**src/hw/rtl/sts_pkg.sv**
```systemverilog
// Shared types and constants for the sphere triangle subdivider.
// No dependencies; the subdivider, lane and output stage import this package.
package sts_pkg;

   localparam int COORD_W     = 16;              // Q1.14 component field
   localparam int IDX_W       = 20;              // vertex index field
   localparam int SUM_W       = COORD_W + 1;     // sum of two components
   localparam int SQ_W        = 2 * SUM_W - 1;   // square of a sum magnitude
   localparam int LEN_W       = SQ_W + 2;        // sum of three squares
   localparam int NUM_MIDS    = 3;
   localparam int NUM_RESULTS = 7;
   localparam int RES_CNT_W   = 3;
   localparam int MID_W       = 2;

   typedef logic signed [COORD_W-1:0] coord_type;
   typedef logic [IDX_W-1:0]          index_type;

   localparam index_type IDX_MAX = '1;

   // result slots, in emit order
   localparam logic [RES_CNT_W-1:0] RES_VTX_AB  = 3'd0;
   localparam logic [RES_CNT_W-1:0] RES_VTX_BC  = 3'd1;
   localparam logic [RES_CNT_W-1:0] RES_VTX_AC  = 3'd2;
   localparam logic [RES_CNT_W-1:0] RES_TRI_MID = 3'd3;
   localparam logic [RES_CNT_W-1:0] RES_TRI_A   = 3'd4;
   localparam logic [RES_CNT_W-1:0] RES_TRI_B   = 3'd5;
   localparam logic [RES_CNT_W-1:0] RES_TRI_C   = 3'd6;

   // midpoint numbering
   localparam logic [MID_W-1:0] MID_AB = 2'd0;
   localparam logic [MID_W-1:0] MID_BC = 2'd1;
   localparam logic [MID_W-1:0] MID_AC = 2'd2;

   typedef struct packed {
      coord_type corner_a_x;
      coord_type corner_a_y;
      coord_type corner_a_z;
      coord_type corner_b_x;
      coord_type corner_b_y;
      coord_type corner_b_z;
      coord_type corner_c_x;
      coord_type corner_c_y;
      coord_type corner_c_z;
      index_type corner_a_index;
      index_type corner_b_index;
      index_type corner_c_index;
   } req_type;

   typedef struct packed {
      logic      is_triangle;
      coord_type pos_x;
      coord_type pos_y;
      coord_type pos_z;
      index_type new_vertex_index;
      index_type tri_first;
      index_type tri_second;
      index_type tri_third;
      logic      overflow;
      logic      last;
   } rsp_type;

   typedef struct packed {
      coord_type x;
      coord_type y;
      coord_type z;
   } vec_type;

   // everything the output stage needs for one triangle
   typedef struct packed {
      vec_type   [NUM_MIDS-1:0] pos;
      index_type [NUM_MIDS-1:0] new_idx;
      logic      [NUM_MIDS-1:0] ovf;
      index_type [NUM_MIDS-1:0] corner_idx;
   } batch_type;

   typedef enum logic [2:0] {
      ST_IDLE,
      ST_SQUARE,
      ST_LENGTH,
      ST_LAUNCH,
      ST_RUN,
      ST_STORE,
      ST_HANDOFF
   } ctrl_state_type;

endpackage

```
**src/hw/rtl/sts_lane.sv**
```systemverilog
// One normalization lane: scales one sum component onto the unit sphere.
// Bit-by-bit search on q, a trial phase then a compare phase per bit. Uses sts_pkg.
module sts_lane
   import sts_pkg::*;
#(
   parameter int FRAC_BITS = 14
) (
   input  logic                    clock,
   input  logic                    reset,
   input  logic                    load,
   input  logic signed [SUM_W-1:0] sum,
   output logic [SQ_W-1:0]         square,
   input  logic                    start,
   input  logic [LEN_W-1:0]        len2,
   output logic                    done,
   output coord_type               pos
);

   localparam int QW = FRAC_BITS + 1;
   localparam int TW = 2 * FRAC_BITS + 3;
   localparam int PW = TW + LEN_W;
   localparam int BW = $clog2(FRAC_BITS + 1);
   localparam logic [QW-1:0] Q_MAX = QW'(1) << FRAC_BITS;
   localparam logic [BW-1:0] BIT_TOP = BW'(FRAC_BITS);

   logic [SUM_W-1:0]   mag_ff, mag_in;
   logic               neg_ff, neg_in;
   logic [LEN_W-1:0]   len_ff, len_in;
   logic               busy_ff, busy_in;
   logic               phase_ff, phase_in;
   logic [BW-1:0]      bit_ff, bit_in;
   logic [QW-1:0]      q_ff, q_in;
   logic [TW-1:0]      tsq_ff, tsq_in;
   logic [QW-1:0]      tq_ff, tq_in;
   logic [TW-1:0]      ttsq_ff, ttsq_in;
   logic               ok_ff, ok_in;
   logic [PW-1:0]      prod_ff, prod_in;
   logic               done_ff, done_in;

   logic [2*SUM_W-1:0] sq_full;
   logic [PW-1:0]      rhs;
   logic [COORD_W-1:0] qc;

   assign sq_full = mag_ff * mag_ff;
   assign square  = sq_full[SQ_W-1:0];
   // |s|^2 * 4^(F+1)
   assign rhs     = PW'(square) << (2 * FRAC_BITS + 2);

   always_comb begin
      mag_in   = mag_ff;
      neg_in   = neg_ff;
      len_in   = len_ff;
      busy_in  = busy_ff;
      phase_in = phase_ff;
      bit_in   = bit_ff;
      q_in     = q_ff;
      tsq_in   = tsq_ff;
      tq_in    = tq_ff;
      ttsq_in  = ttsq_ff;
      ok_in    = ok_ff;
      prod_in  = prod_ff;
      done_in  = 1'b0;

      if (load) begin
         neg_in = sum[SUM_W-1];
         mag_in = sum[SUM_W-1] ? SUM_W'(-sum) : SUM_W'(sum);
      end

      if (start) begin
         len_in   = len2;
         busy_in  = 1'b1;
         phase_in = 1'b0;
         bit_in   = BIT_TOP;
         q_in     = '0;
         tsq_in   = TW'(1);               // (2*0 - 1)^2
      end else if (busy_ff) begin
         if (!phase_ff) begin
            // trial q' = q + 2^b, t' = 2q' - 1, t'^2 from t^2 by shifts
            tq_in   = q_ff | (QW'(1) << bit_ff);
            ttsq_in = tsq_ff + (TW'(q_ff) << (bit_ff + 3)) + (TW'(1) << (2 * bit_ff + 2))
                      - (TW'(1) << (bit_ff + 2));
            ok_in   = (tq_in <= Q_MAX);
            prod_in = PW'(ttsq_in) * PW'(len_ff);
            phase_in = 1'b1;
         end else begin
            if (ok_ff && (prod_ff <= rhs)) begin
               q_in   = tq_ff;
               tsq_in = ttsq_ff;
            end
            phase_in = 1'b0;
            if (bit_ff == '0) begin
               busy_in = 1'b0;
               done_in = 1'b1;
            end else begin
               bit_in = bit_ff - BW'(1);
            end
         end
      end
   end

   always_ff @(posedge clock) begin
      if (reset) begin
         busy_ff <= 1'b0;
         done_ff <= 1'b0;
      end else begin
         busy_ff <= busy_in;
         done_ff <= done_in;
      end
      mag_ff   <= mag_in;
      neg_ff   <= neg_in;
      len_ff   <= len_in;
      phase_ff <= phase_in;
      bit_ff   <= bit_in;
      q_ff     <= q_in;
      tsq_ff   <= tsq_in;
      tq_ff    <= tq_in;
      ttsq_ff  <= ttsq_in;
      ok_ff    <= ok_in;
      prod_ff  <= prod_in;
   end

   assign qc   = COORD_W'(q_ff);
   assign done = done_ff;
   // zero-length midpoint goes out as zero
   assign pos  = (len_ff == '0) ? '0 : (neg_ff ? coord_type'(-qc) : coord_type'(qc));

endmodule

```
**config.mk**
```make
export PLATFORM = sky130hd
export DESIGN_NAME = sts_lane
export DESIGN_NICKNAME = d
export VERILOG_FILES = /design/src/hw/rtl/sts_pkg.sv /design/src/hw/rtl/sts_lane.sv
export SDC_FILE = /design/constraint.sdc
export NUM_CORES = 2
export LEC_CHECK = 0
export ABC_AREA = 1
export BUFFER_PORTS_ARGS = -buffer_cell sky130_fd_sc_hd__buf_2
export CAP_MARGIN = 20
export CORE_ASPECT_RATIO = 1.75
export CORE_MARGIN = 3
export CORE_UTILIZATION = 55
export DETAILED_ROUTE_END_ITERATION = 16
export PLACE_DENSITY = 0.69
export SLEW_MARGIN = 20
export SYNTH_ARGS = -nofsm -noshare
export SYNTH_HDL_FRONTEND = slang
export SYNTH_SLANG_ARGS = --single-unit
export TNS_END_PERCENT = 30
```
**constraint.sdc**
```tcl
create_clock -name clock -period 21.5 [get_ports clock]
set_input_delay 0 -clock clock [delete_from_list [all_inputs] [get_ports clock]]
set_output_delay 0 -clock clock [all_outputs]
set_load 0.01 [all_outputs]
```
==> metrics.txt <==
Synth Area per Inst=8.055 sq um; Die W=250.3 um; DIE HEIGHT=433.5 um; CTS sink cnt=219; CTS tree=done; Port-buffer cells=104; hold_sp=len2[8]; Critical R2R Capture=prod_ff[41]; Via density=5.602; fmax=73.03 MHz; crit share post-route=63.69%; die area=108500 sq um; DP HPWL=169000 um; CP arrival=14.13 ns; commonest cells after routing, fill and taps aside=1813 x inv_1, 1649 x nand2_1, 1190 x fa_1; post-CTS setup buffer count=0; drt drc=0; count of flip-flops with a built-in enable after synthesis=166; Post-CTS Resized=0; routed via count=47710; CP required=21.94 ns; maximum number of pins on one net before global-route repair=77; Clock Tree Buf Depth=3; critical path's largest stage delay=0.94 ns; Syn Nets=8827; clk_skew=0.04058 ns; Post-Synthesis Cells=7131; global route overflow=0; Yosys reg bits=219; met2 Usage GRT=70.45%; Max FO, Critical Path=21; met1 usage=39.19%; drt wl/cell=24.17 um; Final ANT Viol Nets=0; Starting Density=55.52%; Worst setup SP type=flop; main area contributors after synthesis=fa_1 41%, inv_1 12%, nand2_1 11%; DRT Pass-1 Iters=6; worst relative slew slack=16.26%; Setup crit end kind=flop; Most Crowded Layer GR=met2; layout cells sized above 1=4.267%; max capacitance violation total=0; fin nets=8845; # IOs=106; FP Rows=156; H-tree depth=1; Starting DRT DRC Count=3409; Core Area=103400 sq um; post-layout util=58.79%; Ys Warns=0; RSZ-0062 raised after global routing=no; setup ws final=7.807 ns; Min Clock Period, post-route=13.69 ns; Final Hold Viols=0; first-pass GRT wire length=310900 um; area of the mapped netlist=57440 sq um; Distinct cells, synth=57; met3 Use GR=5.720%; Worst Hold Class=in -> reg; Register-to-Register Path Depth=45; critical path type=reg -> reg; Setup crit start=bit_ff[1]; initial antenna violation count=1; TNS Setup=0 ns; slowest CP cell=inv_1; Hold Path Cell Cnt=2; Num CTS Buffers=28; Routed WL=205900 um; vias in the first global route=52640; R2R Setup Slk=7.81 ns; gpl congestion=1.044; commonest non-fill, non-tap cell in the layout=inv_1; hold endpoint=len_ff[8]; Synth top area share=41.48%; root buffer cell=clkbuf_16; Async S/R FF share, synth=0%; register area share after synthesis=10.53%; Reg-to-Reg Start=bit_ff[1]; outcome=complete, no violations; Area Overhead vs Synth=5.881%; Main synth FF type=edfxtp_1; Synth area leader=fa_1; Worst-Skew Late Latency=0.68 ns; overall global routing resource usage=38.64%; Setup-failing EPs final=0; most used cell, CP=fa_1; Setup WS pre-CTS=7.965 ns; final slew viol count=0; Worst-Margin Slew=1.255 ns; Clock transition at path regs=0.07 ns
[metrics by stage]
stage	hold WS, ns	std cells	area [sq um]
after global routing	0.02661	8514	60810
final	0.03867	8516	60820
after CTS	0.001176	8514	60810
after floorplan	0.06907	7131	57440
after global placement	0.1765	8391	59170
after detailed placement	0.1781	8391	59170
[layer usage]
metal  share of wire, %  wire (um)
met1                 32      65050
met3                6.7      13790
met5                  0          0
met2                 51     105700
met4                 10      21350
[registers in the layout, summed over array words and instances (netlist names), 4 cells and up]
name	count
mag_ff	17
prod_ff	66
tsq_ff	31
len_ff	35
bit_ff	4
q_ff	15
tq_ff	15
ttsq_ff	31
[worst max-delay path, delay by kind of cell (launching register included)]
family | cells | cell delay, ns
fa+ha+maj | 13 | 6.04
xor+xnor | 1 | 0.31
simple gates | 18 | 3.77
compound gates | 2 | 0.58
flops | 1 | 0.49
buf+inv | 11 | 2.23
[Yosys cell counts (5+ instances only)]
| master | number |
|---|---|
| a21o_1 | 18 |
| a21oi_1 | 180 |
| a31oi_1 | 14 |
| buf_1 | 9 |
| buf_2 | 45 |
| clkbuf_1 | 212 |
| clkinv_1 | 16 |
| dfxtp_1 | 53 |
| edfxtp_1 | 166 |
| fa_1 | 1190 |
| ha_1 | 450 |
| inv_1 | 1816 |
| inv_2 | 15 |
| nand2_1 | 1649 |
| nand2_2 | 12 |
| nand3_1 | 153 |
| nand3b_1 | 5 |
| nand4_1 | 84 |
| nor2_1 | 595 |
| nor2_2 | 9 |
| nor3_1 | 43 |
| nor4_1 | 14 |
| o211ai_1 | 12 |
| o21a_1 | 11 |
| o21ai_0 | 161 |
| o21bai_1 | 23 |
| or2_1 | 6 |
| or2_2 | 17 |
| xnor2_1 | 16 |
| xor2_1 | 81 |
[how the worst max path moves through the flow]
stage                             end  slack [ns]
final                     prod_ff[41]        7.81
after global routing      prod_ff[41]        7.26
after CTS                 prod_ff[41]        7.90
after detailed placement  prod_ff[41]        7.96
after global placement    prod_ff[41]        7.98
after floorplan           prod_ff[63]       10.94
[what timing repair did]
item | CTS | global route
hold buffers | 71 | 0
endpoints found under the setup margin | 0 | 0
hold endpoints to repair | 93 | 0
[layout make-up]
cell class,instances,area [sq um]
Fill cell,9586,42630
Timing Repair Buffer,261,1877
Inverter,1847,6933
Antenna cell,2,5.005
Tap cell,1343,1680
Clock inverter,19,181.4
Clock buffer,33,749.5
Sequential cell,219,6046
Multi-Input combinational cell,4792,43350
[kinds of logic (layout without fill, tap and decap cells)]
logic type	Yosys count	count (layout)	share of synthesized area [%]
other cells	1	3	0.006529
fa+ha+maj	1640	1640	51.28
compound gates	447	447	4.320
xor+xnor	100	100	1.564
mux	4	4	0.06971
buf+inv	2120	2160	14.02
flops	219	219	10.53
simple gates	2600	2600	18.21
Power is left out: the tool's default activity adds up to more than one toggle a clock period on the data nets, which glitch-free logic cannot reach.
