===== src/hw/rtl/sts_pkg.sv =====
// Shared types and constants for the sphere triangle subdivider.
// No dependencies; the subdivider, lane and output stage import this package.
package sts_pkg;

   localparam int COORD_W     = 16;              // Q1.14 component field
   localparam int IDX_W       = 20;              // vertex index field
   localparam int SUM_W       = COORD_W + 1;     // sum of two components
   localparam int SQ_W        = 2 * SUM_W - 1;   // square of a sum magnitude
   localparam int LEN_W       = SQ_W + 2;        // sum of three squares
   localparam int NUM_MIDS    = 3;
   localparam int NUM_RESULTS = 7;
   localparam int RES_CNT_W   = 3;
   localparam int MID_W       = 2;

   typedef logic signed [COORD_W-1:0] coord_type;
   typedef logic [IDX_W-1:0]          index_type;

   localparam index_type IDX_MAX = '1;

   // result slots, in emit order
   localparam logic [RES_CNT_W-1:0] RES_VTX_AB  = 3'd0;
   localparam logic [RES_CNT_W-1:0] RES_VTX_BC  = 3'd1;
   localparam logic [RES_CNT_W-1:0] RES_VTX_AC  = 3'd2;
   localparam logic [RES_CNT_W-1:0] RES_TRI_MID = 3'd3;
   localparam logic [RES_CNT_W-1:0] RES_TRI_A   = 3'd4;
   localparam logic [RES_CNT_W-1:0] RES_TRI_B   = 3'd5;
   localparam logic [RES_CNT_W-1:0] RES_TRI_C   = 3'd6;

   // midpoint numbering
   localparam logic [MID_W-1:0] MID_AB = 2'd0;
   localparam logic [MID_W-1:0] MID_BC = 2'd1;
   localparam logic [MID_W-1:0] MID_AC = 2'd2;

   typedef struct packed {
      coord_type corner_a_x;
      coord_type corner_a_y;
      coord_type corner_a_z;
      coord_type corner_b_x;
      coord_type corner_b_y;
      coord_type corner_b_z;
      coord_type corner_c_x;
      coord_type corner_c_y;
      coord_type corner_c_z;
      index_type corner_a_index;
      index_type corner_b_index;
      index_type corner_c_index;
   } req_type;

   typedef struct packed {
      logic      is_triangle;
      coord_type pos_x;
      coord_type pos_y;
      coord_type pos_z;
      index_type new_vertex_index;
      index_type tri_first;
      index_type tri_second;
      index_type tri_third;
      logic      overflow;
      logic      last;
   } rsp_type;

   typedef struct packed {
      coord_type x;
      coord_type y;
      coord_type z;
   } vec_type;

   // everything the output stage needs for one triangle
   typedef struct packed {
      vec_type   [NUM_MIDS-1:0] pos;
      index_type [NUM_MIDS-1:0] new_idx;
      logic      [NUM_MIDS-1:0] ovf;
      index_type [NUM_MIDS-1:0] corner_idx;
   } batch_type;

   typedef enum logic [2:0] {
      ST_IDLE,
      ST_SQUARE,
      ST_LENGTH,
      ST_LAUNCH,
      ST_RUN,
      ST_STORE,
      ST_HANDOFF
   } ctrl_state_type;

endpackage


===== src/hw/rtl/sts_stream_if.sv =====
// Valid/ready stream channel carrying one payload item per handshake.
// Payload type is supplied by the user (see sts_pkg).
interface sts_stream_if #(parameter type payload_type = logic) ();
   logic        valid;
   logic        ready;
   payload_type payload;

   modport source (output valid, output payload, input ready);
   modport sink   (input valid, input payload, output ready);
endinterface


===== src/hw/rtl/sts_emit.sv =====
// Output stage: turns one finished batch into seven result items.
// Holds its own copy of the batch and a registered output. Uses sts_pkg.
module sts_emit
   import sts_pkg::*;
(
   input  logic              clock,
   input  logic              reset,
   input  logic              start,
   input  batch_type         batch,
   output logic              busy,
   sts_stream_if.source      rsp_chan
);

   logic                  busy_ff, busy_in;
   logic [RES_CNT_W-1:0]  cnt_ff, cnt_in;
   batch_type             batch_ff, batch_in;
   logic                  valid_ff, valid_in;
   rsp_type               data_ff, data_in;
   rsp_type               res;
   logic                  any_ovf;
   logic                  advance;

   assign any_ovf = |batch_ff.ovf;
   assign advance = busy_ff && (!valid_ff || rsp_chan.ready);

   always_comb begin
      res             = '0;
      res.is_triangle = 1'b1;
      res.overflow    = any_ovf;
      case (cnt_ff)
         RES_VTX_AB, RES_VTX_BC, RES_VTX_AC: begin
            res.is_triangle      = 1'b0;
            res.pos_x            = batch_ff.pos[cnt_ff[MID_W-1:0]].x;
            res.pos_y            = batch_ff.pos[cnt_ff[MID_W-1:0]].y;
            res.pos_z            = batch_ff.pos[cnt_ff[MID_W-1:0]].z;
            res.new_vertex_index = batch_ff.new_idx[cnt_ff[MID_W-1:0]];
            res.overflow         = batch_ff.ovf[cnt_ff[MID_W-1:0]];
         end
         RES_TRI_MID: begin
            res.tri_first  = batch_ff.new_idx[MID_AB];
            res.tri_second = batch_ff.new_idx[MID_BC];
            res.tri_third  = batch_ff.new_idx[MID_AC];
         end
         RES_TRI_A: begin
            res.tri_first  = batch_ff.corner_idx[0];
            res.tri_second = batch_ff.new_idx[MID_AB];
            res.tri_third  = batch_ff.new_idx[MID_AC];
         end
         RES_TRI_B: begin
            res.tri_first  = batch_ff.new_idx[MID_AB];
            res.tri_second = batch_ff.corner_idx[1];
            res.tri_third  = batch_ff.new_idx[MID_BC];
         end
         RES_TRI_C: begin
            res.tri_first  = batch_ff.new_idx[MID_BC];
            res.tri_second = batch_ff.corner_idx[2];
            res.tri_third  = batch_ff.new_idx[MID_AC];
            res.last       = 1'b1;
         end
         default: begin
            res = '0;
         end
      endcase
   end

   always_comb begin
      busy_in  = busy_ff;
      cnt_in   = cnt_ff;
      batch_in = batch_ff;
      valid_in = valid_ff;
      data_in  = data_ff;
      // a held item leaves whenever the sink takes it, start cycle included
      if (rsp_chan.ready) begin
         valid_in = 1'b0;
      end
      if (start) begin
         busy_in  = 1'b1;
         cnt_in   = RES_VTX_AB;
         batch_in = batch;
      end else if (advance) begin
         data_in  = res;
         valid_in = 1'b1;
         cnt_in   = cnt_ff + RES_CNT_W'(1);
         if (cnt_ff == RES_TRI_C) begin
            busy_in = 1'b0;
         end
      end
   end

   always_ff @(posedge clock) begin
      if (reset) begin
         busy_ff  <= 1'b0;
         valid_ff <= 1'b0;
         cnt_ff   <= '0;
      end else begin
         busy_ff  <= busy_in;
         valid_ff <= valid_in;
         cnt_ff   <= cnt_in;
      end
      batch_ff <= batch_in;
      data_ff  <= data_in;
   end

   assign busy             = busy_ff;
   assign rsp_chan.valid   = valid_ff;
   assign rsp_chan.payload = data_ff;

endmodule

===== src/flat_wrapper.sv =====
// flat-port wrapper written by rule: the top's interface ports become plain ports
module sts_emit_flat import sts_pkg::*;
  (clock, reset, start, batch, busy, rsp_chan_valid, rsp_chan_payload, rsp_chan_ready);
  sts_stream_if rsp_chan_i ();
  input  logic clock;
  input  logic reset;
  input  logic start;
  input  batch_type batch;
  output logic busy;
  output wire logic [$bits(rsp_chan_i.valid)-1:0] rsp_chan_valid;
  output wire logic [$bits(rsp_chan_i.payload)-1:0] rsp_chan_payload;
  input wire logic [$bits(rsp_chan_i.ready)-1:0] rsp_chan_ready;
  assign rsp_chan_valid = rsp_chan_i.valid;
  assign rsp_chan_payload = rsp_chan_i.payload;
  assign rsp_chan_i.ready = rsp_chan_ready;
  sts_emit u_core (.clock(clock), .reset(reset), .start(start), .batch(batch), .busy(busy), .rsp_chan(rsp_chan_i));
endmodule

===== config.mk =====
export PLATFORM = sky130hd
export DESIGN_NAME = sts_emit_flat
export DESIGN_NICKNAME = d
export VERILOG_FILES = /design/src/hw/rtl/sts_pkg.sv /design/src/hw/rtl/sts_stream_if.sv /design/src/hw/rtl/sts_emit.sv /design/src/flat_wrapper.sv
export SDC_FILE = /design/constraint.sdc
export NUM_CORES = 1
export LEC_CHECK = 0
export BUFFER_PORTS_ARGS = -buffer_cell sky130_fd_sc_hd__buf_4
export CAP_MARGIN = 20
export CELL_PAD_IN_SITES_DETAIL_PLACEMENT = 0
export CELL_PAD_IN_SITES_GLOBAL_PLACEMENT = 1
export CORE_AREA = 2 2 106 108
export CTS_CLUSTER_DIAMETER = 50
export DETAILED_ROUTE_END_ITERATION = 6
export DIE_AREA = 0 0 108 110
export PLACE_DENSITY_LB_ADDON = 0.3
export SYNTH_ARGS = -nofsm -noshare
export SYNTH_HDL_FRONTEND = slang
export SYNTH_SLANG_ARGS = --single-unit
export TNS_END_PERCENT = 10

===== constraint.sdc =====
create_clock -name clock -period 1.4 [get_ports clock]
set_input_delay 0.28 -clock clock [delete_from_list [all_inputs] [get_ports clock]]
set_output_delay 0.28 -clock clock [all_outputs]
set_load 0.01 [all_outputs]

==> results of run 1 <==
## through the flow
| stage | worst slack (ps) | cell area (um^2) | total power, mW | hold WS [ps] |
|---|---|---|---|---|
| floorplan | 368 | 284 | 0.214 | 349 |
| global placement | 247 | 504 | 0.240 | 467 |
| detailed placement | 279 | 504 | 0.237 | 474 |
| CTS | 285 | 549 | 0.521 | 260 |
| global route | 229 | 549 | 0.540 | 266 |
| finish | 288 | 549 | 0.512 | 263 |
## cells by family after synthesis
family                     synth area share, %
AOI/OAI and AO/OA                         16.3
adders and majority gates                 8.81
buffers and inverters                     3.96
DFF                                       45.8
muxes                                     3.52
and+or+nand+nor                           21.6
## Yosys cell counts
cell type / instances
dfxtp_1: 5
nor2_1: 4
inv_1: 3
a21oi_1: 2
ha_1: 2
nand3_1: 2
a2111oi_2: 1
a21boi_0: 1
a311oi_1: 1
and2_1: 1
and2b_2: 1
edfxtp_1: 1
mux2i_1: 1
nand2_1: 1
nand2b_1: 1
nor3_1: 1
o21ai_0: 1
or3_1: 1
## area by class of cell
class	count	area (um^2)	area share [%]
inverter	3	11.3	2.05
clock buffer	4	45.0	8.20
multi-input combinational	21	143	26.0
tap	140	175	31.9
sequential	6	130	23.7
timing repair buffer	6	45.0	8.20
## path summary, 6_finish.rpt
check	from	endpoint	slack [ps]	cells past startpoint
max	u_core.busy$_SDFFE_PP0P_	busy	290	1
min	reset	u_core.busy$_SDFFE_PP0P_	260	2
max reg2reg	u_core.cnt_ff[0]$_SDFFE_PP0P_	u_core.cnt_ff[1]$_SDFFE_PP0P_	300	3
min reg2reg	u_core.cnt_ff[2]$_SDFFE_PP0P_	u_core.cnt_ff[2]$_SDFFE_PP0P_	470	2
## flip-flops by register name, summed over array words and instances (netlist names)
| register | count |
|---|---|
| u_core.busy | 1 |
| u_core.cnt_ff | 3 |
| u_core.rsp_chan.payload | 1 |
| u_core.rsp_chan.valid | 1 |
## per-layer routing
| metal | GRT usage (%) | vias up | part of all wire [%] |
|---|---|---|---|
| met1 | 1.23 | 109 | 39 |
| li1 | - | 125 | - |
| met2 | 1.62 | 4 | 45 |
| met3 | 0.999 | 2 | 13 |
| met4 | 1.65 | 0 | 2.7 |
| met5 | 0 | - | 0 |
## power by group through the flow
stage               registers [mW]  clock network, mW  logic [mW]
floorplan                    0.193                  0      0.0206
global placement             0.193                  0      0.0466
detailed placement           0.193                  0      0.0445
CTS                          0.190              0.287      0.0446
global route                 0.191              0.300      0.0486
finish                       0.190              0.278      0.0437
==> metrics.cfg, run 1 <==
[sta]
fin_setup_tns_ps=0
rsz0062_at_grt=no
finalHoldViolations=0
tightestPinTransition_ps=243
post-route-min-period_ps=1110
setup_violations=0
fmax_mhz=899
clock_skew_ps=5.34
drv_slew=0
slew_headroom_pct=83.7
finalCritPeriodShare_pct=79.5

[cts]
cts.sinks=6
cts.reportedPaths.clkPinSlew_ps=40
post_cts_resize_count=0
root_buffer=clkbuf_8
cts_setup_buffers=0
cts_buffer_depth=2
numCtsBuffers=3
h-tree-depth=1
ctsHoldBuffers=0
clk_latency_ps=230
cts_tree=yes

[run_status]
outcome=complete, no violations

[setup_path]
critPathCaptureType=primary output
arrival_ps=830
required_ps=1120
cp_slowest_cell=dfxtp_1
critical_path.top_delay_family=flip-flops
cp.buffers_inverters=1
crit_path_max_fanout=7
path_cells=buf_4
cp-start-kind=register
cpPeakStageDelay_ps=440
critPathKind=register to primary output

[power]
pwr-share-clk_pct=54.3
pwr-share-seq_pct=37.1
switching_share_pct=21.7
comb_power_share_pct=8.5
pwr_density_cell_nw_per_um2=932
p_int_mw=0.401
peakVddDrop_mv=0.134
p_switching_mw=0.111
leakagePower_nw=0.171

[global_route]
grtUsageTotal_pct=1.31
overflow=0
grt_pass1_vias=214
grt_pass1_wl_um=1040
antenna_found_initial=0
grt_start_max_net_pins=8

[hold_path]
hold_path.class=input port to register

[finish]
area_growth_pct=93.4
layout_common_cells=buf_4 (6), dfxtp_1 (5), nor2_1 (4), inv_1 (3), clkbuf_8 (3)
final_common_cell=buf_4
fin_nets=314
fin_util_pct=5.13
num_antenna_cells=0
layout.cells.non_filler=180
fillCellCount=1248
layout-drive-gt1-share_pct=27.5

[yosys]
synth-seq-cells=6
synth_area_leader_cell=dfxtp_1
ys_seq_area_share_pct=45.8
netlist_area_um2=284
netlist_top_cells_area=dfxtp_1 (35%), edfxtp_1 (11%), ha_1 (8.8%)
ys_types=18
synth_warnings=0
synth_nets=303
synth_area_per_cell_um2=9.47
yosysTopAreaCellShare_pct=35.2
synth_cells=30

[place]
numPortBuffers=6
placedCellCount=176
place_congestion=0.684
dp_hpwl_um=602

[floorplanning]
die_w_um=108
core_um2=10700
num_rows=38
dieArea_um2=11900
ios=274
fp.dieH_um=110
initial_utilization_pct=2.65

[detailed_routing]
wl_per_cell_um=4.15
route.vias.total=240
routed_wl_um=747
drt_iter0_drc=24
dr.pass1.iters=2
detail-route-antenna-nets=0
viasPerCell=1.33
drc=0

[run]
drv_cap=0

No activity file was read; power rests on OpenSTA's default activity.
==> run 2, diff against run 1 <==
==> constraint.sdc (replaced) <==
create_clock -name clock -period 1 [get_ports clock]
set_input_delay 0.2 -clock clock [delete_from_list [all_inputs] [get_ports clock]]
set_output_delay 0.2 -clock clock [all_outputs]
set_load 0.01 [all_outputs]
==> run 2 against run 1 <==
Net effect: the flow now finishes with violations (setup timing); cell area up 25%; utilization up 1.3 points; sequential share of layout area down 3.6 points; routed wire length up 7.9%; first-iteration DRC count down 83%; count of clock-buffer cells in the layout unchanged; sequential cell count unchanged; hold slack worse by 90 ps; combinational power rose to 2.5 times the previous value; critical path depth up 1; sequential power up 40%; highest routed layer unchanged.
==> metrics.cfg, run 2 (same netlist as run 1, synthesis figures left out) <==
[place]
place_congestion=0.588
numPortBuffers=6
place_area_um2=558
dp_hpwl_um=619

[cts]
cts.sinks=6
numCtsBuffers=3
ctsHoldBuffers=0
h-tree-depth=1
cts.reportedPaths.clkPinSlew_ps=40
cts_buffer_depth=2
cts_setup_buffers=0
root_buffer=clkbuf_8
clk_latency_ps=220
cts_tree=yes

[detailed_routing]
viasPerCell=1.47
drt_iter0_drc=4
drc=0
wl_per_cell_um=4.31
dr.pass1.iters=3
detail-route-antenna-nets=0
routed_wl_um=806
route.vias.total=275

[finish]
num_antenna_cells=0
final_common_cell=buf_4
fin_util_pct=6.41
fin_nets=321
layout_common_cells=buf_4 (8), buf_6 (5), nor2_1 (3), clkbuf_8 (3), dfxtp_2 (3)
area_growth_pct=141
top_register=u_core.cnt_ff
final_area_um2=686
layout-drive-gt1-share_pct=70.2
largest_reg_flops=3

[sta]
setup_violations=1
fmax_mhz=999
clock_skew_ps=4.88
post-route-min-period_ps=1000
rsz0062_at_grt=yes
finalHoldViolations=0
finalCritPeriodShare_pct=100
slew_headroom_pct=84.3
tightestPinTransition_ps=236
drv_slew=0
fin_ws_ps=-0.843
timing.hold.ws_ps=173

[setup_path]
r2r_start=u_core.cnt_ff[0]$_SDFFE_PP0P_
critPathCaptureType=primary output
cp_slowest_cell=dfxtp_4
r2r-end=u_core.cnt_ff[1]$_SDFFE_PP0P_
cp-start-kind=register
required_ps=800
r2r_slack_ps=-0.8
crit_path_max_fanout=3
critPathKind=register to primary output
path_cells=buf_4 > buf_6
r2r_cells=3
cpPeakStageDelay_ps=340
arrival_ps=800

[hold_path]
hold_path_startpoint=reset
hold_path.class=input port to register
whs_path_depth=2
hold_path_end=u_core.busy$_SDFFE_PP0P_

[global_route]
grt_pass1_vias=278
grt_pass1_wl_um=1330
grt_start_max_net_pins=7
antenna_found_initial=0
grtUsageTotal_pct=1.62
overflow=0

[power]
p_total_mw=0.758
leakagePower_nw=0.224
peakVddDrop_mv=0.444
pwr_density_cell_nw_per_um2=1110

[floorplanning]
fp.dieH_um=110
die_w_um=108
core_um2=10700
ios=274
initial_utilization_pct=2.65
dieArea_um2=11900
num_rows=38

[run_status]
violations=setup timing
outcome=finished with violations

[run]
drv_cap=0

[run 2: what timing repair did]
item	4_1_cts	5_1_grt
endpoints found under the setup margin	5	9
gates resized for setup	7	16
pin swaps	2	3
gates cloned	0	0
[run 2: cell type report]
class,count,area (um^2)
clock buffer,4,45.0
sequential,6,138
timing repair buffer,13,116
inverter,3,11.3
tap,140,175
multi-input combinational,21,200
fill,1259,10000
[run 2: worst max path at each step]
| stage | slack (ps) | from | depth (start not counted) | to |
|---|---|---|---|---|
| 3_5_place_dp | -80 | u_core.cnt_ff[0]$_SDFFE_PP0P_ | 4 | u_core.busy$_SDFFE_PP0P_ |
| 4_1_cts | -30 | u_core.rsp_chan.payload$_DFFE_PP_ | 1 | rsp_chan_payload |
| 2_1_floorplan | -10 | u_core.cnt_ff[0]$_SDFFE_PP0P_ | 3 | u_core.cnt_ff[1]$_SDFFE_PP0P_ |
| 3_3_place_gp | -90 | u_core.rsp_chan.valid$_SDFF_PP0_ | 2 | u_core.rsp_chan.payload$_DFFE_PP_ |
| 6_report | -0.8 | u_core.rsp_chan.valid$_SDFF_PP0_ | 2 | rsp_chan_valid |
| 5_1_grt | -50 | u_core.rsp_chan.valid$_SDFF_PP0_ | 3 | u_core.cnt_ff[1]$_SDFFE_PP0P_ |
[run 2: per-layer routing]
metal	track usage (%)	wire length, um	up-vias
met5	0	0	-
met3	0.764	48	2
met1	1.80	375	123
li1	-	-	142
met2	2.20	367	8
met4	1.65	14	0
[run 2: critical path, delay by kind of cell, from the launching register on]
kind	cells	cell delay, ps
flip-flops	1	340
buffers and inverters	2	240
[run 2: report_power, final]
part,internal (mW),switching (mW)
registers,0.257,0.00913
clock network,0.274,0.108
logic,0.0611,0.0493
[run 2: stage by stage]
step / worst slack (ps) / instances / setup TNS (ps)
finish: -0.843 / 187 / -0.843
global route: -52.1 / 187 / -218
CTS: -27.3 / 187 / -57.8
detailed placement: -77.2 / 183 / -172
global placement: -88.6 / 183 / -203
floorplan: -14.4 / 30 / -14.4
==> run 3, diff against run 2 <==
--- a/config.mk
+++ b/config.mk
@@ -5,14 +5,15 @@
 export SDC_FILE = /design/constraint.sdc
 export NUM_CORES = 1
 export LEC_CHECK = 0
+export ABC_AREA = 1
 export BUFFER_PORTS_ARGS = -buffer_cell sky130_fd_sc_hd__buf_4
 export CAP_MARGIN = 20
 export CELL_PAD_IN_SITES_DETAIL_PLACEMENT = 0
 export CELL_PAD_IN_SITES_GLOBAL_PLACEMENT = 1
-export CORE_AREA = 2 2 106 108
+export CORE_AREA = 2 2 105 107
 export CTS_CLUSTER_DIAMETER = 50
 export DETAILED_ROUTE_END_ITERATION = 6
-export DIE_AREA = 0 0 108 110
+export DIE_AREA = 0 0 107 109
 export PLACE_DENSITY_LB_ADDON = 0.3
 export SYNTH_ARGS = -nofsm -noshare
 export SYNTH_HDL_FRONTEND = slang
==> run 3 against run 2 <==
Net effect: synthesized cell count is 20% higher; hold slack got worse by 28 ps; sequential cell count unchanged; sequential power about the same; via count fell by 0.36%; the run now ends clean; clock skew is 1.7 ps lower; die area decreased by 1.8%.
==> metrics.cfg, run 3 <==
[yosys]
yosysTopAreaCellShare_pct=35.4
synth_area_leader_cell=dfxtp_1
ys_seq_area_share_pct=46.0
synth-seq-cells=6
synthFlopType=dfxtp_1
netlist_area_um2=283
ys_types=11
synth_cells=36
synth_area_per_cell_um2=7.85
yosysMostFrequentCell=nand2_1
synth_warnings=0
synth_nets=309
synthArstFlopShare_pct=0
synth_edf_count=1
netlist_top_cells_area=dfxtp_1 (35%), edfxtp_1 (11%), nand2_1 (11%)
yosys-top-cells-count=nand2_1 (8), nor2_1 (6), dfxtp_1 (5), inv_1 (5)

[floorplanning]
ios=274
initial_utilization_pct=2.67
core_um2=10600
fp.dieH_um=109
die_w_um=107
num_rows=38
dieArea_um2=11700

[setup_path]
critPathCaptureType=primary output
critPathKind=register to primary output
r2r_start=u_core.cnt_ff[0]$_SDFFE_PP0P_
r2r_slack_ps=70
required_ps=800
cpPeakStageDelay_ps=420
cp_slowest_cell=edfxtp_1
cp-start-kind=register
r2r-end=u_core.busy$_SDFFE_PP0P_
r2r_cells=7
path_cells=buf_6
arrival_ps=790
cp.buffers_inverters=1
crit_path_max_fanout=1
critical_path.top_delay_family=flip-flops

[global_route]
grt_start_max_net_pins=7
antenna_found_initial=0
grt_pass1_vias=256
grtUsageTotal_pct=1.73
grt_pass1_wl_um=1350
overflow=0

[finish]
layout_common_cells=nand2_1 (8), buf_4 (7), nor2_1 (6), inv_1 (5)
final_common_cell=nand2_1
layout.cells.non_filler=190
num_antenna_cells=0
fin_nets=324
top_register=u_core.cnt_ff
fillCellCount=1253
area_growth_pct=110
largest_reg_flops=3
layout-drive-gt1-share_pct=38.0

[detailed_routing]
routed_wl_um=855
detail-route-antenna-nets=0
drt_iter0_drc=4
drc=0
dr.pass1.iters=4
wl_per_cell_um=4.50
viasPerCell=1.44
route.vias.total=274

[sta]
rsz0062_at_grt=yes
fmax_mhz=1010
slew_headroom_pct=82.7
clock_skew_ps=3.23
finalHoldViolations=0
tightestPinTransition_ps=259
setup_violations=0
post-route-min-period_ps=993
drv_slew=0
finalCritPeriodShare_pct=99.3

[hold_path]
hold_path_startpoint=reset
whs_path_depth=2
hold_path.class=input port to register
hold_path_end=u_core.busy$_SDFFE_PP0P_

[cts]
ctsHoldBuffers=0
h-tree-depth=1
cts.sinks=6
cts_buffer_depth=2
cts_tree=yes
clk_latency_ps=230
cts_setup_buffers=0
cts.reportedPaths.clkPinSlew_ps=40
root_buffer=clkbuf_8
numCtsBuffers=3

[power]
p_total_mw=0.733
pwr_density_cell_nw_per_um2=1240
peakVddDrop_mv=0.495
leakagePower_nw=0.213

[place]
placedCellCount=186
numPortBuffers=6
dp_hpwl_um=713
place_congestion=0.614

[run_status]
outcome=complete, no violations

[run]
drv_cap=0

-- run 3: area by class of cell --
class	instances	area, um^2	area share (%)
clock buffer	4	45.0	7.59
inverter	5	18.8	3.16
multi-input combinational	25	134	22.6
sequential	6	134	22.6
tap	140	175	29.5
timing repair buffer	10	86.3	14.6
-- run 3: cell families after synthesis --
family | count (synthesis) | share of synthesized area [%]
flops | 6 | 46.0
fa+ha+maj | 2 | 8.85
compound gates | 5 | 12.4
simple gates | 18 | 26.1
buf+inv | 5 | 6.64
-- run 3: repair_timing --
item / in CTS / in global routing
gates resized for setup: 4 / 2
setup endpoints to repair: 2 / 5
pin swaps: 0 / 1
-- run 3: metal layers --
layer	GRT usage, %	share of wire [%]
met1	1.79	48
met2	2.32	42
met3	1.14	6.7
met4	1.67	3.4
met5	0	0
-- run 3: power breakdown --
group | internal [mW] | switching, mW | total [mW] | leakage (nW)
sequential | 0.258 | 0.00918 | 0.267 | 0.0523
combinational | 0.0435 | 0.0371 | 0.0806 | 0.138
clock | 0.275 | 0.111 | 0.386 | 0.0228
total | 0.576 | 0.157 | 0.733 | 0.213
-- run 3: how the worst max path moves through the flow --
stage                                      start                                end  slack [ps]  cells past startpoint
6_report       u_core.rsp_chan.payload$_DFFE_PP_                   rsp_chan_payload           7                      1
5_1_grt        u_core.rsp_chan.payload$_DFFE_PP_                   rsp_chan_payload         -20                      1
4_1_cts        u_core.rsp_chan.payload$_DFFE_PP_                   rsp_chan_payload         -10                      1
3_5_place_dp                               start  u_core.rsp_chan.payload$_DFFE_PP_          30                      4
3_3_place_gp       u_core.cnt_ff[0]$_SDFFE_PP0P_           u_core.busy$_SDFFE_PP0P_          20                      7
2_1_floorplan           u_core.busy$_SDFFE_PP0P_  u_core.rsp_chan.payload$_DFFE_PP_          60                      2
-- run 3: stage by stage --
stage / hold WS [ps] / TNS (ps) / area (um^2) / utilization [%] / setup WS, ps
after floorplan: 262 / 0 / 283 / - / 55.4
after global placement: 391 / 0 / 533 / 5.03 / 23.9
after detailed placement: 389 / 0 / 533 / 5.03 / 34.2
after CTS: 144 / -12.7 / 591 / 5.57 / -12.7
after global routing: 150 / -33.8 / 593 / 5.59 / -23.3
final: 145 / 0 / 593 / 5.59 / 6.95
